File: config.mk
export PLATFORM = sky130hd
export DESIGN_NAME = brd_fifo
export DESIGN_NICKNAME = d
export VERILOG_FILES = /design/src/hw/rtl/brd_fifo.sv
export SDC_FILE = /design/constraint.sdc
export NUM_CORES = 1
export LEC_CHECK = 0
export ABC_AREA = 1
export ABC_CLOCK_PERIOD_IN_PS = 3200
export CAP_MARGIN = 25
export CORE_ASPECT_RATIO = 2
export CORE_MARGIN = 5
export CORE_UTILIZATION = 55
export CTS_CLUSTER_DIAMETER = 30
export DETAILED_ROUTE_END_ITERATION = 8
export DONT_BUFFER_PORTS = 1
export PLACE_DENSITY = 0.72
export SYNTH_ARGS = -nofsm -noshare
export SYNTH_HDL_FRONTEND = slang
export SYNTH_SLANG_ARGS = --single-unit
File: constraint.sdc
create_clock -name clk -period 3.2 [get_ports clk]
set_input_delay 0.16 -clock clk [delete_from_list [all_inputs] [get_ports clk]]
set_output_delay 0.16 -clock clk [all_outputs]
set_load 0.02 [all_outputs]
File: src/hw/rtl/brd_fifo.sv
// small register queue used between parser, palette stage and output
// no dependencies
module brd_fifo #(
	parameter int WIDTH = 8,
	parameter int DEPTH = 4
) (
	input  logic             clk,
	input  logic             arst_n,
	input  logic             push,
	input  logic [WIDTH-1:0] wdata,
	output logic             full,
	input  logic             pop,
	output logic [WIDTH-1:0] rdata,
	output logic             empty
);

	localparam int AW = (DEPTH > 1) ? $clog2(DEPTH) : 1;
	localparam int CW = $clog2(DEPTH + 1);

	logic [WIDTH-1:0] mem_q [DEPTH];
	logic [AW-1:0]    wr_ptr_q;
	logic [AW-1:0]    rd_ptr_q;
	logic [CW-1:0]    count_q;
	logic             do_push;
	logic             do_pop;

	assign full    = (count_q == CW'(DEPTH));
	assign empty   = (count_q == '0);
	assign do_push = push && !full;
	assign do_pop  = pop && !empty;
	assign rdata   = mem_q[rd_ptr_q];

	always_ff @(posedge clk) begin
		if (do_push) begin
			mem_q[wr_ptr_q] <= wdata;
		end
	end

	always_ff @(posedge clk or negedge arst_n) begin
		if (!arst_n) begin
			wr_ptr_q <= '0;
			rd_ptr_q <= '0;
			count_q  <= '0;
		end else begin
			if (do_push) begin
				wr_ptr_q <= (wr_ptr_q == AW'(DEPTH - 1)) ? '0 : wr_ptr_q + 1'b1;
			end
			if (do_pop) begin
				rd_ptr_q <= (rd_ptr_q == AW'(DEPTH - 1)) ? '0 : rd_ptr_q + 1'b1;
			end
			case ({do_push, do_pop})
				2'b10:   count_q <= count_q + 1'b1;
				2'b01:   count_q <= count_q - 1'b1;
				default: count_q <= count_q;
			endcase
		end
	end

endmodule

; Word level (Yosys, flattened, before mapping)
; Memories as Yosys holds them, arrays and structs flattened.
; Cells that the tools add are included.
[classes]
addsub = 4
eq_ne = 5
muxes = 5
n_reduce_logical = 6
[ops]
columns = op, n
row1 = $eq 2x2->1 const B, 3
row2 = $pmux 3 s2, 1
row3 = $add 2x1->2 const B, 2
row4 = $mux 2, 2
row5 = $add 3x1->3 const B, 1
row6 = $eq 3x3->1 const B, 1
row7 = $logic_not 3->1, 1
row8 = $sub 3x1->3 const B, 1
row9 = $eq 2x1->1 const B, 1
row10 = $logic_and 1x1->1, 2
row11 = $logic_not 1->1, 2
row12 = $mux 1, 2
row13 = $reduce_bool 2->1, 1
[word_totals]
word_cells = 24
in_bits = 12
memories = 1
ff_bits = 7
out_inout_bits = 10
ram_bits = 32
[mem_list]
columns = name, words, width, read_ports, rd_ports_with_merged_regs, write_ports, line
row1 = mem_q, 4, 8, 1, 0, 1, 20  ; logic [WIDTH-1:0] mem_q [DEPTH];

; Depth between registers and ports, before layout
; Gate-level depths: netlist (run 1).
[logic_depth]
word_depth = 5
mapped_depth = 12
ltp_nobuf = 12

; Worst setup path before layout (run 1)
; No wires, ideal clock.
[synth_path]
path_type = flip-flop to flip-flop
start = reg count_q[0]
end = reg count_q[2]
period_less_slack_ps = 1664
path_stages_with_launch = 11
setup_time_ps = 117
slack_ps = 1536
arrival_time_ps = 1547
path_cell_list = dfrtp_1 -> inv_1 -> nand3_2 -> nand2_4 -> ha_1 -> inv_1 -> fa_1 -> nand2_1 -> nand3_1 -> nand2_1 -> nand2_1
[synth_between]
elab_chain_len = 5
word_cells_on_any_way = 12
classes_between = add/sub (2) / eq/ne (3) / mux (1) / reduce/logical (6)
[synth_lines]
columns = element, line
row1 = start: declaration, 23  ; logic [CW-1:0] count_q;
row2 = start signal: assignment, 52  ; 2'b10: count_q <= count_q + 1'b1;
row3 = start signal: assignment, 53  ; 2'b01: count_q <= count_q - 1'b1;
row4 = start signal: assignment, 54  ; default: count_q <= count_q;
row5 = $eq 3x3->1 / $logic_not 3->1 (equally long branches), "27, 28"
row6 = "$logic_not 1->1, on equally long branches", "29, 30"
row7 = "$logic_and 1x1->1, on equally long branches", "29, 30"
row8 = $eq 2x1->1 / $eq 2x2->1 (equally long branches), 51  ; case ({do_push, do_pop})
row9 = $pmux 3 s2 / $reduce_bool 2->1 (equally long branches), --
; Several ways; a longest one is shown, not always the timed one.
; A chain may end at the register's enable or synchronous reset.

; Final worst setup path (run 1)
; Same ends and word-level chain as after synthesis.

==> results of run 1 <==
==> cells by family (layout without fill, tap and decap cells) <==
family                   after synthesis  count (layout)  synth area share (%)
AND/OR/NAND/NOR                       53              53                  12.8
flip-flops                            39              39                  64.0
buffers and inverters                 37              50                  9.94
AO/OA/AOI/OAI                         17              17                  7.33
adder cells (fa/ha/maj)                7               7                  5.36
XOR/XNOR                               1               1                 0.494
==> flip-flops by register name, summed over array words and instances (netlist names) <==
| register | cells |
|---|---|
| count_q | 3 |
| mem_q | 32 |
| rd_ptr_q | 2 |
| wr_ptr_q | 2 |
==> power by group through the flow <==
stage               clock network [W]  registers [W]  logic (W)
floorplan                           0       0.000735   0.000601
global placement                    0       0.000809   0.000559
detailed placement                  0       0.000823   0.000590
CTS                          0.000311       0.000812   0.000608
global route                 0.000329       0.000797   0.000734
finish                       0.000304       0.000781   0.000645
==> final timing paths <==
| check | depth (start not counted) | end | slack [ps] |
|---|---|---|---|
| hold reg to reg | 2 | count_q[1] | 500 |
| hold / removal | 2 | rd_ptr_q[0] | 10 |
| setup / recovery | 10 | count_q[2] | 1390 |
| min in group asynchronous | 1 | rd_ptr_q[0] | 220 |
| setup reg to reg | 10 | count_q[2] | 1390 |
| max in group asynchronous | 1 | rd_ptr_q[1] | 2720 |
==> per-layer routing <==
layer  vias to the layer above  share of wire (%)  GRT usage [%]
met2                        29                 58           26.9
met1                       526                 34           13.9
met3                         7                4.9           3.97
met4                         0                2.7           9.85
met5                         -                  0              0
li1                        530                  -              -
==> area by class of cell <==
class | instances | area (sq um) | share of cell area (%)
timing repair buffer | 10 | 105 | 5.41
sequential | 39 | 1140 | 58.5
tap | 31 | 38.8 | 2.00
multi-input combinational | 78 | 462 | 23.8
inverter | 32 | 120 | 6.19
clock buffer | 8 | 80.1 | 4.12
==> through the flow <==
| stage | total power [W] | worst slack (ps) | cell area (sq um) |
|---|---|---|---|
| after floorplan | 0.00134 | 1540 | 1770 |
| after global placement | 0.00137 | 1470 | 1760 |
| after detailed placement | 0.00141 | 1380 | 1760 |
| after CTS | 0.00173 | 1210 | 1930 |
| after global routing | 0.00186 | 1220 | 1940 |
| final | 0.00173 | 1390 | 1940 |
==> synthesized netlist by cell type (2+ instances only) <==
cell | n | area share (%)
edfxtp_1 | 32 | 54
nor2_1 | 6 | 1.3
ha_1 | 6 | 4.2
buf_6 | 5 | 3.2
inv_1 | 32 | 6.8
o211ai_1 | 15 | 6.3
nand3_2 | 2 | 1.1
nand3_1 | 5 | 1.4
dfrtp_1 | 7 | 9.9
nand2_1 | 38 | 8.0
==> run_results.csv, run 1 <==
group,metric,value,unit
floorplan,floorplan.initialDensity,56.2,%
sta,number_of_endpoints_failing_setup_at_the_final_stage,0,
routing,count_of_vias_placed_by_the_detailed_router,1092,
floorplan,die_w,50.2,microns
worst_hold_path,min_path_type,"in -> reg",
worst_setup_path,path_delay_family,"simple AND/OR/NAND/NOR gates",
worst_setup_path,worst_path_max_delay_cell,"dfrtp_1",
cells_and_area,n_antenna_cell,0,
run,cap_viol_max_count,0,
worst_setup_path,crit_chain,"inv_1 -> nand3_2 -> nand2_4 -> ha_1 -> inv_1 -> fa_1 -> nand2_1 -> nand3_1 -> nand2_1 -> nand2_1",
yosys,yosysUniqueCellTypes,16,
routing,firstDrtPassIters,4,
yosys,syn_avg_cell_area,11.5,sq um
run_status,run_status,"complete, no violations",
yosys,synth.cell_area,0.00177,sq mm
cells_and_area,mostFrequentLayoutCells,"nand2_1 (38), inv_1 (32), edfxtp_1 (32)",
placed_design,numPortBuffers,0,
power,sequential_fraction_of_design_power,45.1,%
routing,wl_per_cell,15.2,microns
worst_setup_path,r2r_startpoint,"count_q[0]",
power,power.share.combinational,37.3,%
routing,detailedRoute.firstIterationViolations,22,
power,max_rail_drop_vdd,0.618,mV
sta,timing.slew.headroom,45.6,%
cells_and_area,layout-drive-gt1-share,5.99,%
sta,timing.setup.tns,0,ps
clocking,max-clock-path-buffers,2,
power,p_leak,0.835,nW
sta,achievable-frequency,552,MHz
clocking,cts.clk_slew.worst_paths,70,ps
clocking,tritoncts.num_buffers,5,
sta,hold_violations,0,
worst_setup_path,critical_path_class,"reg -> reg",
global_route,number_of_global_route_vias_before_repair,1179,
sta,fin_crit_sh,56.6,%
worst_setup_path,critical_path_buf_inv_count,2,
power,swShare,40.2,%
cells_and_area,mostFrequentLayoutCell,"nand2_1",
global_route,grt_max_degree,36,
global_route,globalRouteTotalUtil,15.0,%
placed_design,placed_cells_incl_taps,180,
worst_setup_path,worst-path-max-fanout,7,
floorplan,boundaryPins,22,
clocking,ctsHtreeMaxLevel,2,
cells_and_area,design.final.nets,185,
floorplan,core_area,0.00316,sq mm
clocking,postCtsSetupRepairBufs,0,
sta,hold_slack,12.8,ps
worst_setup_path,critical_path.max_stage_delay,400,ps
routing,routed_via_density,5.52,
clocking,cts_sinks,39,
cells_and_area,stdcell_count,198,
sta,fin_worst_skew,3.59,ps
yosys,postSynthCellCount,154,
yosys,mappedNetlistNets,173,
clocking,post_cts_hold_buffer_count,9,
power,power.share.clock,17.6,%
yosys,synth-async-reset-ratio,17.9,%
worst_setup_path,cp_data_required_time,3370,ps
yosys,count_of_flip_flops_with_a_built_in_enable_after_synthesis,32,
worst_setup_path,critical_path_launch_point,"count_q[0]",
power,cellInternalPower,0.00103,W
worst_setup_path,timing.critical_path.arrival,1980,ps
yosys,ys_seq_elements,39,
power,power.switching,0.000696,W
floorplan,design.die.area,0.00453,sq mm
clocking,clock_latency,280,ps
worst_hold_path,hold_path_startpoint,"pop",
power,pwr_density_cell,891,mW/mm^2
yosys,synth-main-ff-cell,"edfxtp_1",
yosys,synth.yosys.seq_area_share,64.0,%
clocking,clk_root_buffer_cell,"clkbuf_8",
sta,grt_setup_unrepaired,"false",
sta,slew_violations,0,
global_route,antenna_found_initial,0,
clocking,post_cts_resized,0,
yosys,yosysWarnings,0,
worst_setup_path,kind_of_start_point_of_the_critical_path,"flip-flop",
cells_and_area,num-fill-cells,259,
clocking,cts_tree,"yes",
cells_and_area,areaGrowthSynthToFinish,9.45,%
global_route,grt_pass1_wl,5120,microns
placed_design,detailed_place_hpwl,2140,microns
global_route,grt_overflow_total,0,
placed_design,globalplace.congestion,0.728,
sta,final.min_clock_period,1810,ps
worst_setup_path,critPathCaptureType,"flip-flop",
cells_and_area,post-route-util,61.5,%
worst_setup_path,cp_common_cell,"nand2_1",
sta,worstMarginPinSlew,813,ps
floorplan,fp.dieH,90.3,microns
routing,drcViolationCount,0,
routing,wirelength,3020,microns
routing,ant_nets,0,
floorplan,fp-row-count,29,
Note: power is estimated with default switching activity, not from simulation.
==> run 2, diff against run 1 <==
--- a/config.mk
+++ b/config.mk
@@ -6,7 +6,7 @@
 export NUM_CORES = 1
 export LEC_CHECK = 0
 export ABC_AREA = 1
-export ABC_CLOCK_PERIOD_IN_PS = 3200
+export ABC_CLOCK_PERIOD_IN_PS = 1900
 export CAP_MARGIN = 25
 export CORE_ASPECT_RATIO = 2
 export CORE_MARGIN = 5
==> constraint.sdc (replaced) <==
create_clock -name clk -period 1.9 [get_ports clk]
set_input_delay 0.095 -clock clk [delete_from_list [all_inputs] [get_ports clk]]
set_output_delay 0.095 -clock clk [all_outputs]
set_load 0.02 [all_outputs]
==> run 2 against run 1 <==
Effect of this change:
- combinational power up 94%
- global-route usage increased by 0.59 points
- worst setup slack got worse by 1300 ps
- utilization rose by 2.7 points
- fmax is 0.32% higher
- sequential cell count unchanged
- first-iteration DRC count increased by 36%
- cell area grew 4.3%
- routed wire length is 9.4% higher
- critical path depth rose by 1
- sequential power increased by 61%
- sequential share of layout area fell by 2.4 points
- largest cell class unchanged
==> run_results.csv, run 2 (synthesis gave the netlist of run 1 again) <==
group,metric,value,unit
routing,firstDrtPassIters,4,
power,max_rail_drop_vdd,1.05,mV
routing,wirelength,3300,microns
worst_setup_path,worst_path_max_delay_cell,"dfrtp_1",
sta,number_of_endpoints_failing_setup_at_the_final_stage,0,
worst_hold_path,min_path_type,"in -> reg",
worst_setup_path,worst-path-max-fanout,4,
worst_setup_path,path_delay_family,"adder cells",
cells_and_area,design.final.nets,196,
global_route,grt_use_met3,5.29,%
clocking,max-clock-path-buffers,2,
floorplan,design.die.area,0.00453,sq mm
cells_and_area,layout_top_registers,"mem_q (32), count_q (3)",
sta,worstMarginPinSlew,806,ps
worst_setup_path,critical_path_class,"reg -> reg",
worst_setup_path,critical_path.max_stage_delay,410,ps
worst_setup_path,critical_path_launch_point,"count_q[2]",
worst_setup_path,kind_of_start_point_of_the_critical_path,"flip-flop",
run,cap_viol_max_count,0,
cells_and_area,n_antenna_cell,0,
global_route,grt_overflow_total,0,
sta,slew_violations,0,
worst_setup_path,critical_path_buf_inv_count,3,
clocking,ctsHtreeMaxLevel,2,
floorplan,die_w,50.2,microns
cells_and_area,num-fill-cells,247,
cells_and_area,mostFrequentLayoutCells,"nand2_1 (38), edfxtp_1 (32), inv_1 (30)",
placed_design,detailed_place_hpwl,2270,microns
cells_and_area,stdcell_count,209,
worst_setup_path,timing.critical_path.arrival,1980,ps
power,pwr_density_cell,1490,mW/mm^2
cells_and_area,layout-drive-gt1-share,11.8,%
power,design_power_total,0.00303,W
floorplan,fp.dieH,90.3,microns
worst_setup_path,r2r_startpoint,"count_q[2]",
floorplan,fp-row-count,29,
placed_design,globalplace.congestion,0.667,
floorplan,boundaryPins,22,
floorplan,core_area,0.00316,sq mm
worst_setup_path,endpoint_of_the_lowest_slack_register_to_register_path,"count_q[2]",
placed_design,numPortBuffers,0,
cells_and_area,largest_register_ff_count,32,
routing,drcViolationCount,0,
clocking,tritoncts.num_buffers,5,
clocking,cts.clk_slew.worst_paths,70,ps
sta,timing.slew.headroom,46.0,%
global_route,grt_max_degree,33,
worst_setup_path,critPathCaptureType,"flip-flop",
cells_and_area,areaGrowthSynthToFinish,14.2,%
cells_and_area,top_register,"mem_q",
cells_and_area,mostFrequentLayoutCell,"nand2_1",
run_status,run_status,"complete, no violations",
worst_setup_path,cp_data_required_time,2080,ps
worst_setup_path,worst_r2r_path_depth,11,
global_route,grt.met2_usage,25.6,%
global_route,number_of_global_route_vias_before_repair,1192,
sta,fin_crit_sh,95.0,%
worst_setup_path,critical_path.endpoint,"count_q[2]",
sta,final.min_clock_period,1810,ps
clocking,cts_sinks,39,
sta,hold_violations,0,
routing,detailedRoute.firstIterationViolations,30,
worst_setup_path,cp_common_cell,"nand2_1",
global_route,grt_pass1_wl,5310,microns
global_route,antenna_found_initial,0,
global_route,globalRouteMet1Util,15.3,%
clocking,cts_tree,"yes",
worst_setup_path,worst-path-stages,11,
floorplan,floorplan.initialDensity,56.2,%
global_route,grt-busiest-layer,"met2",
worst_setup_path,crit_chain,"inv_1 -> nand3_2 -> nand2_1 -> inv_1 -> ha_1 -> inv_1 -> fa_1 -> nand2_1 -> nand3_1 -> nand2_1 -> nand2_1",
routing,ant_nets,0,
routing,wl_per_cell,15.8,microns
worst_setup_path,regToRegSetupSlack,90,ps
global_route,globalRouteTotalUtil,15.6,%
power,p_leak,0.886,nW
sta,fin_worst_skew,2.05,ps
clocking,clock_latency,280,ps
routing,count_of_vias_placed_by_the_detailed_router,1146,
placed_design,placed_cells_incl_taps,185,
routing,routed_via_density,5.48,
clocking,clk_root_buffer_cell,"clkbuf_8",
sta,achievable-frequency,554,MHz
run 2: cell types whose count changed in the layout (fill, tap and decap cells not counted):
cell / change
buf_4: +9
clkinv_2: +1
inv_1: -2
dlygate4sd3_1: +3
buf_8: -1
inv_2: +2
clkbuf_1: -1
run 2: metal layers:
metal  wire length (microns)  vias to the layer above
li1                        -                      549
met1                    1110                      544
met2                    1830                       33
met3                     146                       20
met4                     211                        0
met5                       0                        -
run 2: final cells by class:
| cell class | count | area [sq um] | area share, % |
|---|---|---|---|
| clock buffer | 7 | 76.3 | 3.77 |
| multi-input combinational | 78 | 462 | 22.8 |
| clock inverter | 1 | 5.00 | 0.247 |
| timing repair buffer | 21 | 188 | 9.26 |
| tap | 31 | 38.8 | 1.91 |
| sequential | 39 | 1140 | 56.1 |
| inverter | 32 | 120 | 5.93 |
run 2: worst min path at each step:
stage / from / to / slack [ps] / depth (start not counted)
after floorplan: arst_n / count_q[0] / -200 / 0
after global placement: arst_n / rd_ptr_q[0] / -200 / 0
after detailed placement: arst_n / count_q[0] / -200 / 0
after CTS: push / wr_ptr_q[1] / 4 / 3
after global routing: pop / rd_ptr_q[1] / 30 / 3
final: pop / rd_ptr_q[1] / 40 / 3
run 2: per-stage QoR:
| step | hold WS, ps | util, % | setup TNS (ps) | setup WS (ps) | cell area, sq um |
|---|---|---|---|---|---|
| floorplan | -201 | - | 0 | 236 | 1770 |
| global placement | -200 | 56.8 | 0 | 166 | 1790 |
| detailed placement | -200 | 56.8 | 0 | 50.2 | 1790 |
| CTS | 3.77 | 62.9 | 0 | 50.9 | 1990 |
| global route | 31.6 | 64.2 | -17.4 | -17.4 | 2030 |
| finish | 38.0 | 64.2 | 0 | 94.2 | 2030 |
run 2: worst register-to-register path, cell delays in order (launching register included):
cell and delay, ps:
dfrtp_1 410, inv_1 90, nand3_2 100, nand2_1 90
inv_1 80, ha_1 150, inv_1 70, fa_1 400
nand2_1 120, nand3_1 80, nand2_1 60, nand2_1 50
run 2: what timing repair did:
item | CTS | global route
setup buffers | 0 | 4
hold endpoints to repair | 43 | 1
hold buffers | 11 | 1
endpoints found under the setup margin | 0 | 1
resized for setup | 0 | 2
run 2: power breakdown:
part | total [W] | internal, W | switching (W)
Clock | 0.000515 | 0.000257 | 0.000258
Sequential | 0.00126 | 0.00115 | 0.000110
Combinational | 0.00125 | 0.000398 | 0.000856
