**src/hw/rtl/brd_pkg.sv**
```systemverilog
// shared types and constants for the bmp rle decoder
// no dependencies; used by brd_front, brd_back and bmp_rle_decoder
package brd_pkg;

	localparam int unsigned MAX_DIM_DEF       = 4096;
	localparam int unsigned PALETTE_DEPTH_DEF = 256;

	localparam int unsigned CMD_DEPTH = 4;
	localparam int unsigned OUT_DEPTH = 2;

	localparam logic [12:0] X_LIMIT = 13'h1FFF;

	// configuration register indexes
	localparam logic [1:0] REG_RLE_MODE     = 2'd0;
	localparam logic [1:0] REG_IMAGE_WIDTH  = 2'd1;
	localparam logic [1:0] REG_IMAGE_HEIGHT = 2'd2;

	// input operations
	localparam logic OP_PALETTE = 1'b0;
	localparam logic OP_STREAM  = 1'b1;

	// escape codes following a zero header
	localparam logic [7:0] ESC_EOL   = 8'd0;
	localparam logic [7:0] ESC_EOB   = 8'd1;
	localparam logic [7:0] ESC_DELTA = 8'd2;

	typedef enum logic [2:0] {
		PH_HEADER,
		PH_VALUE,
		PH_ESCAPE,
		PH_DELTA_X,
		PH_DELTA_Y,
		PH_ABS,
		PH_PAD
	} phase_t;

	typedef enum logic [1:0] {
		CMD_PAL_WR,
		CMD_SPAN,
		CMD_END
	} cmd_kind_t;

	// command handed from the parser to the palette stage
	typedef struct packed {
		cmd_kind_t   kind;
		logic [11:0] x;
		logic [11:0] y;
		logic [7:0]  len;
		logic [7:0]  idx_a;
		logic [7:0]  idx_b;
		logic [23:0] rgb;
	} cmd_t;

	typedef struct packed {
		logic [11:0] x;
		logic [11:0] y;
		logic [7:0]  len;
		logic [23:0] color_even;
		logic [23:0] color_odd;
		logic        end_flag;
	} result_t;

endpackage

```
**src/hw/rtl/brd_front.sv**
```systemverilog
// stream parser: config registers, cursor, escapes, span clipping
// depends on brd_pkg; emits at most one command per accepted item
module brd_front #(
	parameter int unsigned MAX_DIM = brd_pkg::MAX_DIM_DEF
) (
	input  logic          clk,
	input  logic          arst_n,
	input  logic          cfg_we,
	input  logic [1:0]    cfg_index,
	input  logic [12:0]   cfg_data,
	input  logic          in_valid,
	input  logic          operation,
	input  logic [7:0]    stream_byte,
	input  logic [7:0]    palette_slot,
	input  logic [23:0]   palette_rgb,
	output logic          cmd_push,
	output brd_pkg::cmd_t cmd
);

	localparam logic [12:0] X_LIMIT_W = brd_pkg::X_LIMIT;

	logic            mode_q;
	logic [12:0]     width_q;
	logic [12:0]     height_q;
	brd_pkg::phase_t phase_q, nx_phase;
	logic [7:0]      run_q, nx_run;
	logic [7:0]      abs_q, nx_abs;
	logic            pad_q, nx_pad;
	logic [12:0]     cx_q, nx_cx;
	logic [12:0]     cy_q, nx_cy;
	logic            uf_q, nx_uf;
	logic            fin_q, nx_fin;

	logic            span_en;
	logic            add_en;
	logic [7:0]      add_n;
	logic [7:0]      sa;
	logic [7:0]      sb;
	logic            down_en;
	logic [7:0]      dy;
	logic [13:0]     x_sum;
	logic [12:0]     room;
	logic [7:0]      span_len;
	logic [7:0]      abs_dec;
	logic [7:0]      abs_n;
	logic [12:0]     h_new;
	logic            cfg_hit;

	function automatic logic [12:0] clamp_dim(input logic [12:0] v);
		if (32'(v) > MAX_DIM) begin
			clamp_dim = 13'(MAX_DIM);
		end else begin
			clamp_dim = v;
		end
	endfunction

	assign x_sum = 14'(cx_q) + 14'(add_n);
	assign room  = width_q - cx_q;
	assign span_len = (room > 13'(add_n)) ? add_n : room[7:0];
	assign abs_dec  = (abs_q != '0) ? abs_q - 8'd1 : '0;
	assign abs_n    = (run_q >= 8'd2) ? 8'd2 : ((run_q == '0) ? 8'd1 : run_q);

	always_comb begin
		nx_phase = phase_q;
		nx_run   = run_q;
		nx_abs   = abs_q;
		nx_pad   = pad_q;
		nx_cx    = cx_q;
		nx_cy    = cy_q;
		nx_uf    = uf_q;
		nx_fin   = fin_q;
		span_en  = 1'b0;
		add_en   = 1'b0;
		add_n    = '0;
		sa       = stream_byte;
		sb       = stream_byte;
		down_en  = 1'b0;
		dy       = '0;
		cmd_push = 1'b0;
		cmd      = '0;
		cmd.kind = brd_pkg::CMD_SPAN;

		if (in_valid && operation == brd_pkg::OP_PALETTE) begin
			cmd_push  = 1'b1;
			cmd.kind  = brd_pkg::CMD_PAL_WR;
			cmd.idx_a = palette_slot;
			cmd.rgb   = palette_rgb;
		end else if (in_valid && !fin_q) begin
			unique case (phase_q)
				brd_pkg::PH_HEADER: begin
					if (stream_byte != '0) begin
						nx_run   = stream_byte;
						nx_phase = brd_pkg::PH_VALUE;
					end else begin
						nx_phase = brd_pkg::PH_ESCAPE;
					end
				end
				brd_pkg::PH_VALUE: begin
					span_en = 1'b1;
					add_en  = 1'b1;
					add_n   = run_q;
					if (mode_q) begin
						sa = {4'd0, stream_byte[7:4]};
						sb = {4'd0, stream_byte[3:0]};
					end
					nx_run   = '0;
					nx_phase = brd_pkg::PH_HEADER;
				end
				brd_pkg::PH_ESCAPE: begin
					if (stream_byte == brd_pkg::ESC_EOL) begin
						nx_cx    = '0;
						down_en  = 1'b1;
						dy       = 8'd1;
						nx_phase = brd_pkg::PH_HEADER;
					end else if (stream_byte == brd_pkg::ESC_EOB) begin
						cmd_push = 1'b1;
						cmd.kind = brd_pkg::CMD_END;
						cmd.x    = cx_q[11:0];
						cmd.y    = cy_q[11:0];
						nx_fin   = 1'b1;
						nx_phase = brd_pkg::PH_HEADER;
					end else if (stream_byte == brd_pkg::ESC_DELTA) begin
						nx_phase = brd_pkg::PH_DELTA_X;
					end else begin
						nx_run   = stream_byte;
						nx_abs   = mode_q ? 8'((9'(stream_byte) + 9'd1) >> 1) : stream_byte;
						nx_pad   = nx_abs[0];
						nx_phase = brd_pkg::PH_ABS;
					end
				end
				brd_pkg::PH_DELTA_X: begin
					add_en   = 1'b1;
					add_n    = stream_byte;
					nx_phase = brd_pkg::PH_DELTA_Y;
				end
				brd_pkg::PH_DELTA_Y: begin
					down_en  = 1'b1;
					dy       = stream_byte;
					nx_phase = brd_pkg::PH_HEADER;
				end
				brd_pkg::PH_ABS: begin
					span_en = 1'b1;
					add_en  = 1'b1;
					if (mode_q) begin
						add_n = abs_n;
						sa    = {4'd0, stream_byte[7:4]};
						sb    = {4'd0, stream_byte[3:0]};
					end else begin
						add_n = 8'd1;
					end
					nx_run = (run_q >= add_n) ? run_q - add_n : '0;
					nx_abs = abs_dec;
					if (abs_dec == '0) begin
						nx_phase = pad_q ? brd_pkg::PH_PAD : brd_pkg::PH_HEADER;
						nx_pad   = 1'b0;
						nx_run   = '0;
					end
				end
				default: begin
					nx_phase = brd_pkg::PH_HEADER;
				end
			endcase

			// column advance, saturating
			if (add_en) begin
				nx_cx = (x_sum > 14'(X_LIMIT_W)) ? brd_pkg::X_LIMIT : x_sum[12:0];
			end

			// row move toward the top, latching underflow
			if (down_en && !uf_q) begin
				if (13'(dy) > cy_q) begin
					nx_uf = 1'b1;
					nx_cy = '0;
				end else begin
					nx_cy = cy_q - 13'(dy);
				end
			end

			// clipped span, dropped when empty, starting past the right edge or beyond the top row
			if (span_en && !uf_q && cx_q < width_q && add_n != '0) begin
				cmd_push  = 1'b1;
				cmd.kind  = brd_pkg::CMD_SPAN;
				cmd.x     = cx_q[11:0];
				cmd.y     = cy_q[11:0];
				cmd.len   = span_len;
				cmd.idx_a = sa;
				cmd.idx_b = (span_len == 8'd1) ? sa : sb;
			end
		end
	end

	assign cfg_hit = cfg_we && (cfg_index == brd_pkg::REG_RLE_MODE ||
		cfg_index == brd_pkg::REG_IMAGE_WIDTH || cfg_index == brd_pkg::REG_IMAGE_HEIGHT);
	assign h_new = (cfg_index == brd_pkg::REG_IMAGE_HEIGHT) ? clamp_dim(cfg_data) : height_q;

	always_ff @(posedge clk or negedge arst_n) begin
		if (!arst_n) begin
			mode_q   <= 1'b0;
			width_q  <= 13'd1;
			height_q <= 13'd1;
			phase_q  <= brd_pkg::PH_HEADER;
			run_q    <= '0;
			abs_q    <= '0;
			pad_q    <= 1'b0;
			cx_q     <= '0;
			cy_q     <= '0;
			uf_q     <= 1'b0;
			fin_q    <= 1'b0;
		end else if (cfg_hit) begin
			if (cfg_index == brd_pkg::REG_RLE_MODE) begin
				mode_q <= cfg_data[0];
			end
			if (cfg_index == brd_pkg::REG_IMAGE_WIDTH) begin
				width_q <= clamp_dim(cfg_data);
			end
			height_q <= h_new;
			phase_q  <= brd_pkg::PH_HEADER;
			run_q    <= '0;
			abs_q    <= '0;
			pad_q    <= 1'b0;
			cx_q     <= '0;
			fin_q    <= 1'b0;
			cy_q     <= (h_new == '0) ? '0 : h_new - 13'd1;
			uf_q     <= (h_new == '0);
		end else begin
			phase_q <= nx_phase;
			run_q   <= nx_run;
			abs_q   <= nx_abs;
			pad_q   <= nx_pad;
			cx_q    <= nx_cx;
			cy_q    <= nx_cy;
			uf_q    <= nx_uf;
			fin_q   <= nx_fin;
		end
	end

endmodule

```
**config.mk**
```make
export PLATFORM = sky130hd
export DESIGN_NAME = brd_front
export DESIGN_NICKNAME = d
export VERILOG_FILES = /design/src/hw/rtl/brd_pkg.sv /design/src/hw/rtl/brd_front.sv
export SDC_FILE = /design/constraint.sdc
export NUM_CORES = 1
export LEC_CHECK = 0
export BUFFER_PORTS_ARGS = -buffer_cell sky130_fd_sc_hd__buf_2
export CAP_MARGIN = 40
export CORE_MARGIN = 5
export CORE_UTILIZATION = 55
export DETAILED_ROUTE_END_ITERATION = 8
export PLACE_DENSITY = 0.79
export SETUP_SLACK_MARGIN = 0.15
export SYNTH_ARGS = -nofsm -noshare
export SYNTH_HDL_FRONTEND = slang
export SYNTH_SLANG_ARGS = --single-unit
```
**constraint.sdc**
```tcl
create_clock -name clk -period 6.1 [get_ports clk]
set_input_delay 1.22 -clock clk [delete_from_list [all_inputs] [get_ports clk]]
set_output_delay 1.22 -clock clk [all_outputs]
set_load 0.01 [all_outputs]
```
# ---- Word level (Yosys, flattened, before mapping)
# Index checks and enable logic that the tools add are counted.
dict set report op_classes {
  add_sub_neg 7
  mul 0
  div 0
  n_lt_le_gt_ge 7
  n_eq_ne 17
  n_shift 0
  muxes 110
  n_bitwise 1
  n_reduce_logical 41
}
# operator count
set ops {}
lappend ops {{8-bit two-way mux} 37}
lappend ops {{13-bit two-way mux} 15}
lappend ops {{50-bit two-way mux} 2}
lappend ops {{26-bit two-way mux} 3}
lappend ops {{1-bit two-way mux} 34}
lappend ops {{32-bit two-way mux} 1}
lappend ops {{8-bit one-hot mux with 2 select lines} 2}
lappend ops {{8-bit one-hot mux with 4 select lines} 1}
lappend ops {{8-bit zero test} 3}
lappend ops {{24-bit two-way mux} 1}
lappend ops {{3-bit two-way mux} 8}
lappend ops {{8-bit one-hot mux with 3 select lines} 1}
lappend ops {{8-bit nonzero test} 3}
lappend ops {{8-bit by 1-bit == test with 1-bit output, second input constant} 2}
lappend ops {{3-bit inequality test, second input constant} 5}
lappend ops {{13-bit by 8-bit adder with 14-bit output} 1}
lappend ops {{14-bit by 13-bit greater-than comparator with 1-bit output, second input constant} 1}
lappend ops {{7-bit AND reduction} 2}
lappend ops {{13-bit greater-than comparator, second input constant} 1}
lappend ops {{13-bit by 8-bit greater-than comparator with 1-bit output} 1}
lappend ops {{8-bit by 13-bit greater-than comparator with 1-bit output} 1}
lappend ops {{13-bit zero test} 1}
lappend ops {{13-bit less-than comparator} 1}
lappend ops {{13-bit by 1-bit subtractor with 13-bit output, second input constant} 1}
lappend ops {{other kinds (33)} 55}
dict set report totals {
  ff_bits 75
  latchBits 0
  mem_bits_rw 0
  rom_bits 0
  in_bits 60
  out_inout_bits 75
  elab_cells 194
  mem_count 0
}

# ---- Depth between registers and ports, before layout
# Gate-level depths: netlist of run 1.
dict set report depth {
  word_depth 19
  mapped_depth 17
  depth_no_buf 16
}

# ---- Worst setup path after synthesis of run 1
# Ideal clock, no wire load.
dict set report synth_path {
  path_kind {in2out}
  start {input port in_valid}
  end {output port cmd[24] in the netlist's numbering}
  arrival_time_ps 4339
  required_ps 4880
  slack_ps 541
  path_stages 15
  path_buffers 2
  cell_sequence {nor2b_1 nand3_1 or2_2 clkbuf_1 nor2_1 inv_1 ha_1 nand3_1 or4_1 o21ai_0 o2111a_1 clkbuf_1 a21oi_2 or3_1 a21oi_1}
}
# element line_no
set synth_rtl {}
lappend synth_rtl {{start: declaration} brd_front.sv:11} ;# input logic in_valid,
lappend synth_rtl {{end: declaration} brd_front.sv:17} ;# output brd_pkg::cmd_t cmd

==> metrics.csv, run 1 <==
stage;metric;value;unit
yosys;Warnings, synthesis;0;
yosys;adder and majority gate portion of the synthesized area;10.38;%
routing;residual DRC count;0;
floorplanning;area of the core;0.01267;mm²
critical_path;delay of the slowest cell on the worst path;0.50;ns
routing;routed wire length per instance;17.85;µm
sta;Setup violations, final;0;
yosys;multiplexer fraction of the synthesized cell area;3.633;%
clock_tree;number of CTS-inserted buffers;9;
flow_run;maxcap violations;0;
sta;slew at the pin closest to its max-slew limit;0.8615;ns
critical_path;CP arrival;4.36;ns
yosys;most used flip-flop cell after synthesis;sky130_fd_sc_hd__dfrtp_1;
grt;largest net degree at the start of global routing;55;
grt;remaining global-route overflow;0;
placement;placed insts;1218;
placement;final estimated routing congestion in global placement;0.9587;
yosys;post-synthesis instance area;0.007163;mm²
routing;via-per-instance ratio;6.013;
sta;Final Hold Vio Count;0;
placement;half-perimeter wire length after placement;17.23;mm
critical_path;critical path launch point type;primary input;
placement;total of buffers placed on input and output ports;134;
yosys;Distinct cells, synth;69;
clock_tree;source-to-sink clock delay at the later pin of the worst-skew pair;0.35;ns
yosys;EDFF count, synth;0;
sta;final worst-path cycle share;91.54;%
grt;number of antenna violations at the first check in global routing;1;
sta;max_slew headroom;42.40;%
critical_path;Max FO, Critical Path;8;
power_and_ir_drop;leakage dissipation;0.004042;µW
sta;Min Clock Period, post-route;5.584;ns
critical_path;endpoint class of the critical path;output port;
critical_path;most frequent cell on the critical path;sky130_fd_sc_hd__buf_2;
status;result of the run;finished, final reports clean;
yosys;Synth Area in XOR/XNOR;4.157;%
finish;P&R area growth vs syn;17.41;%
yosys;basic-gate share of the synthesized area counting and, or, nand and nor cells;25.80;%
finish;count of placed standard cells in the final layout, fillers left out;1235;
clock_tree;cell chosen for the clock root;sky130_fd_sc_hd__clkbuf_16;
clock_tree;H-Tree Depth;3;
finish;number of nets in the layout;1175;
floorplanning;Die Ht;124.1;µm
clock_tree;clock tree from TritonCTS;yes;
yosys;asr flop ratio synth;100.0;%
grt;global-route wire length before repair;35.20;mm
critical_path;WS Path Type;primary input to output port;
floorplanning;die outline area;0.01541;mm²
grt;vias in the first global route;7014;
grt;GRT Overall Usage;29.06;%
routing;1st-pass router iterations;5;
critical_path;required time of the critical path;4.88;ns
clock_tree;clk buf depth;2;
yosys;fraction of the mapped netlist area in compound gates;24.33;%
power_and_ir_drop;power density cells;264.7;mW/mm²
routing;Total Routed Length;22.04;mm
sta;setup tns final;0;ns
yosys;Post-Synthesis Cells;938;
floorplanning;number of top-level pins;135;
floorplanning;Placement Rows;41;
clock_tree;count of clock tree sinks;75;
clock_tree;clock-pin slew on the worst setup and hold paths;0.07;ns
routing;total vias in the final route;7426;
sta;final max-slew violation count;0;
clock_tree;Post-CTS Hold Fix Bufs;0;
sta;setup clock skew after layout;0.008577;ns
power_and_ir_drop;worst vdd ir;0.1878;mV
yosys;sequential fraction of the synthesis area;26.24;%
sta;maximum achievable frequency;179.1;MHz
finish;layout cells sized above 1;17.69;%
critical_path;slowest CP cell;sky130_fd_sc_hd__or4_1;
routing;Antenna Violating Nets Remaining;0;
yosys;flip-flop and latch count after synthesis;75;
floorplanning;starting utilization of the core area;56.53;%
finish;ANT cells;0;
yosys;dominant combinational cell family by area after synthesis;simple AND/OR/NAND/NOR gates;
yosys;post-synthesis average cell area;7.637;µm²
sta;RSZ-0062 raised after global routing;no;
critical_path;Cell Chain, Critical Path;buf_2 > nor2b_1 > nand3_1 > or2_4 > nor2_1 > inv_1 > ha_1 > nand2_1 > or4_1 > o21ai_0 > o2111a_2 > a21oi_2 > or3_1 > a21oi_1 > buf_2;
hold_path;worst min path class;flip-flop to flip-flop;
floorplanning;Die X-Extent;124.1;µm
routing;DR iter-0 viols;523;
==> sequential cells by signal (all words and copies together) (netlist names) <==
register  flops
pad_q         1
height_q     13
abs_q         8
run_q         8
width_q      13
phase_q       3
fin_q         1
mode_q        1
cx_q         13
cy_q         13
uf_q          1
==> cells by family after synthesis <==
logic type      count (synthesis)
xor+xnor                       34
buf+inv                       103
simple gates                  368
flops                          75
mux                            25
other cells                     1
compound gates                275
fa+ha+maj                      57
==> path summary, 6_finish.rpt <==
kind                                              start  cells after the start  slack [ns]                 endpoint
worst max-delay path                           in_valid                     15        0.52                  cmd[27]
worst max register to register     run_q[2]$_DFFE_PN0P_                     16        1.66     cx_q[12]$_DFFE_PN0P_
max in group asynchronous                        arst_n                      2        4.71  height_q[0]$_DFFE_PN1P_
worst min register to register  height_q[6]$_DFFE_PN0P_                      2        0.48  height_q[6]$_DFFE_PN0P_
worst min-delay path            height_q[6]$_DFFE_PN0P_                      2        0.48  height_q[6]$_DFFE_PN0P_
min in group asynchronous                        arst_n                      1        0.77  height_q[6]$_DFFE_PN0P_
==> synth_stat cells, types with 8 or more instances <==
cell type	instances	area, µm²
sky130_fd_sc_hd__a21o_1	15	112.6
sky130_fd_sc_hd__a21oi_1	64	320.3
sky130_fd_sc_hd__a221oi_1	10	87.58
sky130_fd_sc_hd__a22oi_1	10	75.07
sky130_fd_sc_hd__a31oi_1	15	93.84
sky130_fd_sc_hd__and2_1	32	200.2
sky130_fd_sc_hd__and3_1	33	206.5
sky130_fd_sc_hd__clkbuf_1	44	165.2
sky130_fd_sc_hd__dfrtp_1	73	1827
sky130_fd_sc_hd__ha_1	53	663.1
sky130_fd_sc_hd__inv_1	57	214.0
sky130_fd_sc_hd__mux2_2	8	90.09
sky130_fd_sc_hd__mux2i_1	17	170.2
sky130_fd_sc_hd__nand2_1	112	420.4
sky130_fd_sc_hd__nand2b_1	26	162.7
sky130_fd_sc_hd__nand3_1	28	140.1
sky130_fd_sc_hd__nor2_1	68	255.2
sky130_fd_sc_hd__nor2b_1	9	56.30
sky130_fd_sc_hd__nor3_1	14	70.07
sky130_fd_sc_hd__o21a_1	9	67.56
sky130_fd_sc_hd__o21ai_0	83	415.4
sky130_fd_sc_hd__o22ai_1	8	50.05
sky130_fd_sc_hd__or3_1	11	68.82
sky130_fd_sc_hd__xnor2_1	25	219.0
sky130_fd_sc_hd__xor2_1	9	78.83
==> worst max-delay path, delay by kind of cell <==
kind / cells / cell delay [ns]
adders and majority gates: 1 / 0.27
and+or+nand+nor: 7 / 1.91
AOI/OAI and AO/OA: 4 / 0.64
buffers and inverters: 3 / 0.32
==> area by class of cell <==
cell class,count,area (µm²)
Fill cell,1151,4260
Clock buffer,9,225.2
Clock inverter,7,105.1
Timing Repair Buffer,150,848.3
Inverter,57,214.0
Tap cell,172,215.2
Multi-Input combinational cell,765,4923
Sequential cell,75,1879
==> routing by layer <==
layer	share of wire (%)	global-route usage, %
met5	0.059	0
met4	3.1	10.61
met3	9.2	5.041
met1	42	38.08
met2	46	48.24
==> cell usage in the layout, fill, tap and decap left out, drive strengths merged, types with 6 or more instances in the layout <==
cell,Yosys,final
a21o,15,15
a21oi,65,65
a221oi,11,11
a22oi,10,10
a31oi,15,15
and2,33,33
and3,33,33
buf,2,150
clkbuf,44,9
conb,1,6
dfrtp,73,73
ha,53,53
inv,57,61
mux2,8,8
mux2i,17,17
nand2,113,113
nand2b,26,26
nand3,28,28
nand4,7,7
nor2,68,68
nor2b,9,9
nor3,14,14
nor4,6,6
o211ai,7,7
o21a,9,9
o21ai,85,85
o22ai,8,8
or3,11,11
xnor2,25,25
xor2,9,9
==> per-stage QoR <==
step	utilization [%]	worst slack [ns]	area (µm²)	total power (µW)	hold WS (ns)
final	66.38	0.5158	8411	2226	0.4837
after global routing	66.38	0.2058	8411	2381	0.5082
after CTS	66.17	0.2792	8384	2210	0.4876
after detailed placement	63.56	0.3027	8054	1600	0.4703
after global placement	62.81	0.3894	7959	1574	0.4572
after floorplan	-	0.5410	7182	1348	0.4458
==> timing repair <==
action / 4_1_cts / 5_1_grt
setup endpoints to repair: 0 / 6
buffers inserted: 0 / 1
resized for setup: 0 / 3
==> power by group <==
| part | switching (µW) | internal, µW | leakage (µW) |
|---|---|---|---|
| sequential | 96.8 | 584 | 0.000969 |
| combinational | 541 | 400 | 0.00291 |
| clock | 238 | 366 | 0.000159 |
Power figures use the tool's default switching activity.
==> inputs of run 2 (changes only) <==
--- a/config.mk
+++ b/config.mk
@@ -5,8 +5,10 @@
 export SDC_FILE = /design/constraint.sdc
 export NUM_CORES = 1
 export LEC_CHECK = 0
+export ABC_AREA = 1
 export BUFFER_PORTS_ARGS = -buffer_cell sky130_fd_sc_hd__buf_2
 export CAP_MARGIN = 40
+export CORE_ASPECT_RATIO = 0.75
 export CORE_MARGIN = 5
 export CORE_UTILIZATION = 55
 export DETAILED_ROUTE_END_ITERATION = 8
==> run 2 against run 1 <==
Compared with the run above:
- combinational power rose by 29%
- first-iteration DRC count rose by 25%
- synthesized cell count rose by 30%
- core utilization fell by 2.1 points
- clock power fell by 14%
- critical path type unchanged
- largest cell class unchanged
- highest routed layer is now met4
==> metrics.csv, run 2 <==
stage;metric;value;unit
status;result of the run;finished, final reports clean;
grt;vias in the first global route;7693;
hold_path;worst min path class;flip-flop to flip-flop;
yosys;EDFF count, synth;0;
yosys;most used flip-flop cell after synthesis;sky130_fd_sc_hd__dfrtp_1;
yosys;most repeated cell in the gate-level netlist after synthesis;sky130_fd_sc_hd__nand2_1;
floorplanning;area of the core;0.01366;mm²
floorplanning;starting utilization of the core area;55.93;%
placement;final estimated routing congestion in global placement;0.9793;
critical_path;WS Path Type;primary input to output port;
power_and_ir_drop;share of power burned in combinational logic;50.3;%
power_and_ir_drop;post-layout total power;2407;µW
clock_tree;Post-CTS Hold Fix Bufs;0;
routing;DR top layer;met4;
power_and_ir_drop;clock network power share;21.5;%
finish;count of placed standard cells in the final layout, fillers left out;1531;
clock_tree;clock-pin slew on the worst setup and hold paths;0.06;ns
placement;total of buffers placed on input and output ports;134;
flow_run;maxcap violations;0;
sta;setup tns final;0;ns
finish;layout cells sized above 1;16.08;%
routing;routed wire length per instance;15.07;µm
finish;P&R area growth vs syn;14.86;%
critical_path;critical path launch point type;primary input;
sta;Setup violations, final;0;
placement;placed insts;1515;
sta;maximum achievable frequency;181.0;MHz
routing;residual DRC count;0;
routing;Total Routed Length;23.08;mm
clock_tree;cell chosen for the clock root;sky130_fd_sc_hd__clkbuf_16;
yosys;post-synthesis instance area;0.007639;mm²
grt;remaining global-route overflow;0;
sta;slew at the pin closest to its max-slew limit;0.8878;ns
routing;Antenna Violating Nets Remaining;0;
routing;met1 layer wirelength in the final routing;10.45;mm
finish;number of nets in the layout;1468;
power_and_ir_drop;leakage dissipation;0.004878;µW
clock_tree;source-to-sink clock delay at the later pin of the worst-skew pair;0.35;ns
finish;most common cell after layout, fill and taps aside;sky130_fd_sc_hd__nand2_1;
finish;final-layout fill cell count;1312;
floorplanning;number of top-level pins;135;
clock_tree;post-CTS setup buffers;0;
yosys;Distinct cells, synth;48;
floorplanning;Die X-Extent;146.1;µm
power_and_ir_drop;sw frac;45.44;%
finish;highest-count cells in the layout ignoring fill and taps;sky130_fd_sc_hd__nand2_1 (343), sky130_fd_sc_hd__inv_1 (183), sky130_fd_sc_hd__buf_2 (133);
grt;number of antenna violations at the first check in global routing;0;
clock_tree;H-Tree Depth;3;
power_and_ir_drop;worst vdd ir;0.1925;mV
grt;global-route wire length before repair;37.78;mm
yosys;post-synthesis average cell area;6.266;µm²
yosys;sequential fraction of the synthesis area;24.60;%
yosys;asr flop ratio synth;100.0;%
finish;ANT cells;0;
clock_tree;clock tree from TritonCTS;yes;
grt;largest net degree at the start of global routing;45;
yosys;top cells by area, synth;sky130_fd_sc_hd__dfrtp_1 (24%), sky130_fd_sc_hd__nand2_1 (17%), sky130_fd_sc_hd__inv_1 (9.0%), sky130_fd_sc_hd__ha_1 (8.7%), sky130_fd_sc_hd__nor2_1 (6.5%);
yosys;Warnings, synthesis;0;
placement;half-perimeter wire length after placement;18.15;mm
critical_path;Max FO, Critical Path;8;
power_and_ir_drop;cell internal pwr;1313;µW
routing;routed wl met3;1.997;mm
clock_tree;count of clock tree sinks;75;
power_and_ir_drop;switching power of the nets;1094;µW
power_and_ir_drop;fraction of power consumed by sequential logic;28.1;%
routing;via-per-instance ratio;5.468;
yosys;Post-Synthesis Cells;1219;
routing;total vias in the final route;8372;
critical_path;CP arrival;4.30;ns
clock_tree;clk buf depth;2;
yosys;share of the synthesized area in the top cell type;23.91;%
floorplanning;Die Ht;112.1;µm
sta;Final Hold Vio Count;0;
critical_path;endpoint class of the critical path;output port;
sta;RSZ-0062 raised after global routing;no;
sta;setup clock skew after layout;0.01004;ns
sta;final worst-path cycle share;90.55;%
yosys;flip-flop and latch count after synthesis;75;
clock_tree;number of CTS-inserted buffers;9;
power_and_ir_drop;power density cells;274.4;mW/mm²
clock_tree;post-cts resize count;0;
grt;GRT Overall Usage;27.78;%
routing;WL met2;10.19;mm
yosys;ranking of synthesized cells by instance count;sky130_fd_sc_hd__nand2_1 (343), sky130_fd_sc_hd__inv_1 (183), sky130_fd_sc_hd__nor2_1 (133);
floorplanning;die outline area;0.01637;mm²
routing;DR iter-0 viols;654;
yosys;cell accounting for the most synthesized area;sky130_fd_sc_hd__dfrtp_1;
sta;max_slew headroom;40.27;%
routing;1st-pass router iterations;6;
sta;final max-slew violation count;0;
critical_path;required time of the critical path;4.88;ns
sta;Min Clock Period, post-route;5.524;ns
floorplanning;Placement Rows;37;
==> run 2: per-stage QoR <==
step           setup slack, ns  utilization (%)  hold slack [ns]  instance area, µm²
2_1_floorplan            1.237                -           0.4457                7657
3_3_place_gp            0.7690            61.92           0.4592                8457
3_5_place_dp            0.6692            62.18           0.4681                8492
4_1_cts                 0.6365            64.24           0.4845                8773
5_1_grt                 0.2915            64.24           0.5027                8773
6_report                0.5762            64.24           0.4846                8773
==> run 2: path summary, 6_finish.rpt <==
check | from | endpoint | slack, ns | depth (start not counted)
worst max-delay path | in_valid | cmd[27] | 0.58 | 26
max in group asynchronous | arst_n | height_q[0]$_DFFE_PN1P_ | 4.35 | 2
worst min-delay path | height_q[1]$_DFFE_PN0P_ | height_q[1]$_DFFE_PN0P_ | 0.48 | 2
worst min register to register | height_q[1]$_DFFE_PN0P_ | height_q[1]$_DFFE_PN0P_ | 0.48 | 2
worst max register to register | phase_q[0]$_DFFE_PN0P_ | cx_q[12]$_DFFE_PN0P_ | 2.31 | 19
min in group asynchronous | arst_n | run_q[5]$_DFFE_PN0P_ | 0.81 | 1
==> run 2: routing by layer <==
layer	up-vias	track usage, %
met4	0	6.892
met1	3803	39.50
met5	-	0
met3	47	5.246
li1	4176	-
met2	346	44.01
==> run 2: power groups by stage <==
stage / Sequential (µW) / Clock [µW] / Combinational (µW)
6_report: 677 / 518 / 1210
5_1_grt: 690 / 544 / 1380
2_1_floorplan: 653 / 0 / 928
3_3_place_gp: 681 / 0 / 1160
4_1_cts: 674 / 526 / 1200
3_5_place_dp: 682 / 0 / 1190
==> run 2: cells by family after synthesis <==
kind of cell             Yosys count  synth area share, %
buffers and inverters            214                11.07
other                              1              0.04909
XOR/XNOR                          26                2.981
AND/OR/NAND/NOR                  648                36.84
flip-flops                        75                24.60
adder cells (fa/ha/maj)           57                9.730
AO/OA/AOI/OAI                    198                14.73
==> run 2: area by class of cell <==
| type | count | area (µm²) | area share, % |
|---|---|---|---|
| multi-input cells | 935 | 4938 | 56.29 |
| repair buffers | 141 | 745.7 | 8.500 |
| clock buffers | 9 | 225.2 | 2.567 |
| inverters | 189 | 709.4 | 8.086 |
| flip-flops and latches | 75 | 1879 | 21.42 |
| well taps | 175 | 219.0 | 2.496 |
| clock inverters | 7 | 56.30 | 0.6418 |
==> run 2: critical path, stage by stage <==
cell and delay, ns:
sky130_fd_sc_hd__buf_2 0.10, sky130_fd_sc_hd__inv_1 0.08, sky130_fd_sc_hd__nor2_4 0.14, sky130_fd_sc_hd__inv_1 0.12
sky130_fd_sc_hd__nor2_2 0.27, sky130_fd_sc_hd__inv_1 0.16, sky130_fd_sc_hd__nor2_1 0.17, sky130_fd_sc_hd__inv_1 0.08
sky130_fd_sc_hd__ha_1 0.31, sky130_fd_sc_hd__a21oi_1 0.15, sky130_fd_sc_hd__nand2_1 0.07, sky130_fd_sc_hd__nand2_1 0.06
sky130_fd_sc_hd__nand2_1 0.04, sky130_fd_sc_hd__nand2_1 0.05, sky130_fd_sc_hd__nand2_1 0.05, sky130_fd_sc_hd__nand2_1 0.06
sky130_fd_sc_hd__nand2_2 0.07, sky130_fd_sc_hd__nor2_4 0.21, sky130_fd_sc_hd__nand3b_1 0.10, sky130_fd_sc_hd__nand2_1 0.10
sky130_fd_sc_hd__nand2_1 0.09, sky130_fd_sc_hd__nor2_4 0.22, sky130_fd_sc_hd__nand3_1 0.11, sky130_fd_sc_hd__nand2_1 0.08
sky130_fd_sc_hd__nor2_1 0.04, sky130_fd_sc_hd__buf_2 0.14
==> inputs of run 3 (changes only) <==
--- a/config.mk
+++ b/config.mk
@@ -5,12 +5,12 @@
 export SDC_FILE = /design/constraint.sdc
 export NUM_CORES = 1
 export LEC_CHECK = 0
-export ABC_AREA = 1
+export ABC_AREA = 0
 export BUFFER_PORTS_ARGS = -buffer_cell sky130_fd_sc_hd__buf_2
-export CAP_MARGIN = 40
 export CORE_ASPECT_RATIO = 0.75
 export CORE_MARGIN = 5
 export CORE_UTILIZATION = 55
+export CTS_CLUSTER_SIZE = 40
 export DETAILED_ROUTE_END_ITERATION = 8
 export PLACE_DENSITY = 0.79
 export SETUP_SLACK_MARGIN = 0.15
==> run 3 against run 2 <==
Compared with the run above:
- first-iteration DRC count up 1.2%
- critical path depth down 11
- register-to-register slack worse by 0.76 ns
- final cell count down 20%
- sequential cell count unchanged
- non-clock buffer count up 5
==> metrics.csv, run 3 (same netlist as run 1, synthesis figures left out) <==
stage;metric;value;unit
sta;setup clock skew after layout;0.005271;ns
critical_path;WS Path Type;flip-flop to output port;
placement;total of buffers placed on input and output ports;134;
power_and_ir_drop;leakage dissipation;0.003978;µW
routing;1st-pass router iterations;5;
clock_tree;clock-pin slew on the worst setup and hold paths;0.06;ns
finish;final-layout fill cell count;1180;
sta;Final Hold Vio Count;0;
sta;maximum achievable frequency;174.7;MHz
floorplanning;area of the core;0.01288;mm²
power_and_ir_drop;worst vdd ir;0.1846;mV
sta;Min Clock Period, post-route;5.723;ns
critical_path;source of the critical timing path;cx_q[0]$_DFFE_PN0P_;
floorplanning;Die Ht;108.8;µm
clock_tree;number of CTS-inserted buffers;9;
finish;area occupied by multi-input gates;0.004926;mm²
finish;P&R area growth vs syn;15.49;%
routing;routed wire length per instance;18.25;µm
grt;global-route wire length before repair;35.40;mm
finish;ANT cells;0;
floorplanning;number of top-level pins;135;
floorplanning;Placement Rows;36;
critical_path;most frequent cell on the critical path;sky130_fd_sc_hd__ha_1;
placement;final estimated routing congestion in global placement;0.9989;
placement;placed insts;1212;
critical_path;reg-to-reg startpoint;run_q[2]$_DFFE_PN0P_;
flow_run;maxcap violations;0;
finish;highest-count cells in the layout ignoring fill and taps;sky130_fd_sc_hd__buf_2 (133), sky130_fd_sc_hd__nand2_1 (112), sky130_fd_sc_hd__o21ai_0 (83);
sta;Hold Slack;0.4765;ns
finish;Sequential cell area;0.001879;mm²
power_and_ir_drop;power density cells;256.6;mW/mm²
critical_path;critical path launch point type;flip-flop;
clock_tree;clock tree from TritonCTS;yes;
critical_path;worst reg2reg endpoint;cx_q[12]$_DFFE_PN0P_;
floorplanning;Die X-Extent;141.8;µm
critical_path;slowest CP cell;sky130_fd_sc_hd__or4_1;
floorplanning;starting utilization of the core area;55.60;%
critical_path;delay of the slowest cell on the worst path;0.51;ns
critical_path;Cell Chain, Critical Path;ha_1 > inv_1 > fa_1 > a21o_1 > a221oi_1 > xnor2_1 > ha_1 > nand3_1 > or4_1 > o21ai_0 > o2111a_2 > a21oi_2 > or3_1 > a21oi_1 > buf_2;
grt;remaining global-route overflow;0;
sta;slew at the pin closest to its max-slew limit;1.214;ns
clock_tree;cell chosen for the clock root;sky130_fd_sc_hd__clkbuf_16;
routing;via-per-instance ratio;6.086;
critical_path;Max FO, Critical Path;8;
finish;number of nets in the layout;1171;
clock_tree;clk buf depth;2;
critical_path;required time of the critical path;4.88;ns
critical_path;endpoint class of the critical path;output port;
finish;most common cell after layout, fill and taps aside;sky130_fd_sc_hd__buf_2;
routing;total vias in the final route;7486;
sta;RSZ-0062 raised after global routing;no;
routing;residual DRC count;0;
status;result of the run;finished, final reports clean;
grt;number of antenna violations at the first check in global routing;1;
routing;DR iter-0 viols;662;
critical_path;end of the critical path;cmd[24];
finish;count of placed standard cells in the final layout, fillers left out;1230;
floorplanning;die outline area;0.01543;mm²
grt;vias in the first global route;6835;
critical_path;cell family with most CP delay;compound AO/OA/AOI/OAI gates;
sta;final worst-path cycle share;93.82;%
sta;setup tns final;0;ns
grt;GRT Overall Usage;28.79;%
critical_path;CP arrival;4.50;ns
sta;final max-slew violation count;0;
critical_path;total buffers and inverters traversed by the critical path;2;
routing;Antenna Violating Nets Remaining;0;
sta;max_slew headroom;17.99;%
grt;largest net degree at the start of global routing;76;
critical_path;number of stages on the worst setup path;15;
critical_path;minimum setup slack among reg-to-reg paths;1.55;ns
clock_tree;count of clock tree sinks;75;
routing;Total Routed Length;22.44;mm
hold_path;worst min path class;flip-flop to flip-flop;
critical_path;number of cell instances on the worst register-to-register path;16;
finish;layout cells sized above 1;17.37;%
placement;half-perimeter wire length after placement;17.11;mm
sta;Setup violations, final;0;
clock_tree;source-to-sink clock delay at the later pin of the worst-skew pair;0.35;ns
clock_tree;H-Tree Depth;3;
## run 3: worst min-delay path by stage
stage                              from  slack, ns                  endpoint  cells past startpoint
3_5_place_dp   height_q[10]$_DFFE_PN0P_       0.47  height_q[10]$_DFFE_PN0P_                      2
5_1_grt        height_q[10]$_DFFE_PN0P_       0.48  height_q[10]$_DFFE_PN0P_                      2
3_3_place_gp   height_q[10]$_DFFE_PN0P_       0.46  height_q[10]$_DFFE_PN0P_                      2
4_1_cts        height_q[10]$_DFFE_PN0P_       0.48  height_q[10]$_DFFE_PN0P_                      2
6_report       height_q[10]$_DFFE_PN0P_       0.48  height_q[10]$_DFFE_PN0P_                      2
2_1_floorplan  height_q[10]$_DFFE_PN0P_       0.45  height_q[10]$_DFFE_PN0P_                      2
## run 3: area by class of cell
type	instances	share of cell area [%]
Tap cell	171	2.586
Inverter	57	2.586
Multi-Input combinational cell	765	59.54
Clock buffer	10	2.768
Sequential cell	75	22.72
Timing Repair Buffer	146	9.226
Clock inverter	6	0.5747
## run 3: tightest hold or removal path, cell delays in order, from the launching register on
cell and delay [ns]:
sky130_fd_sc_hd__dfrtp_1 0.34, sky130_fd_sc_hd__nand2_1 0.05, sky130_fd_sc_hd__nand2_1 0.06
## run 3: power by group
group          internal [µW]  switching, µW  leakage [µW]  total [µW]
clock network            280            233      0.000134         513
logic                    390            537       0.00287         927
registers                584           98.9      0.000969         683
total                   1250            869       0.00398        2120
## run 3: layer usage
layer | vias up | share of wire (%) | global-route usage [%]
met4 | 2 | 1.8 | 7.945
met1 | 3483 | 44 | 40.78
met2 | 368 | 44 | 44.08
li1 | 3599 | - | -
met5 | - | 0.058 | 0
met3 | 34 | 10 | 6.927
## run 3: repair_timing
item / CTS / global route
endpoints found under the setup margin: 0 / 5
hold buffers: 0 / 0
setup buffers: 0 / 2
gates resized for setup: 0 / 3
endpoints found under the hold margin: 0 / 0
## run 3: per-stage QoR
step / area, µm² / utilization (%) / power (µW) / setup WS [ns]
after floorplan: 7182 / - / 1348 / 0.5410
after global placement: 7973 / 61.89 / 1574 / 0.3740
after detailed placement: 7973 / 61.89 / 1586 / 0.2285
after CTS: 8249 / 64.03 / 2106 / 0.2080
after global routing: 8273 / 64.22 / 2269 / 0.1400
final: 8273 / 64.22 / 2123 / 0.3769
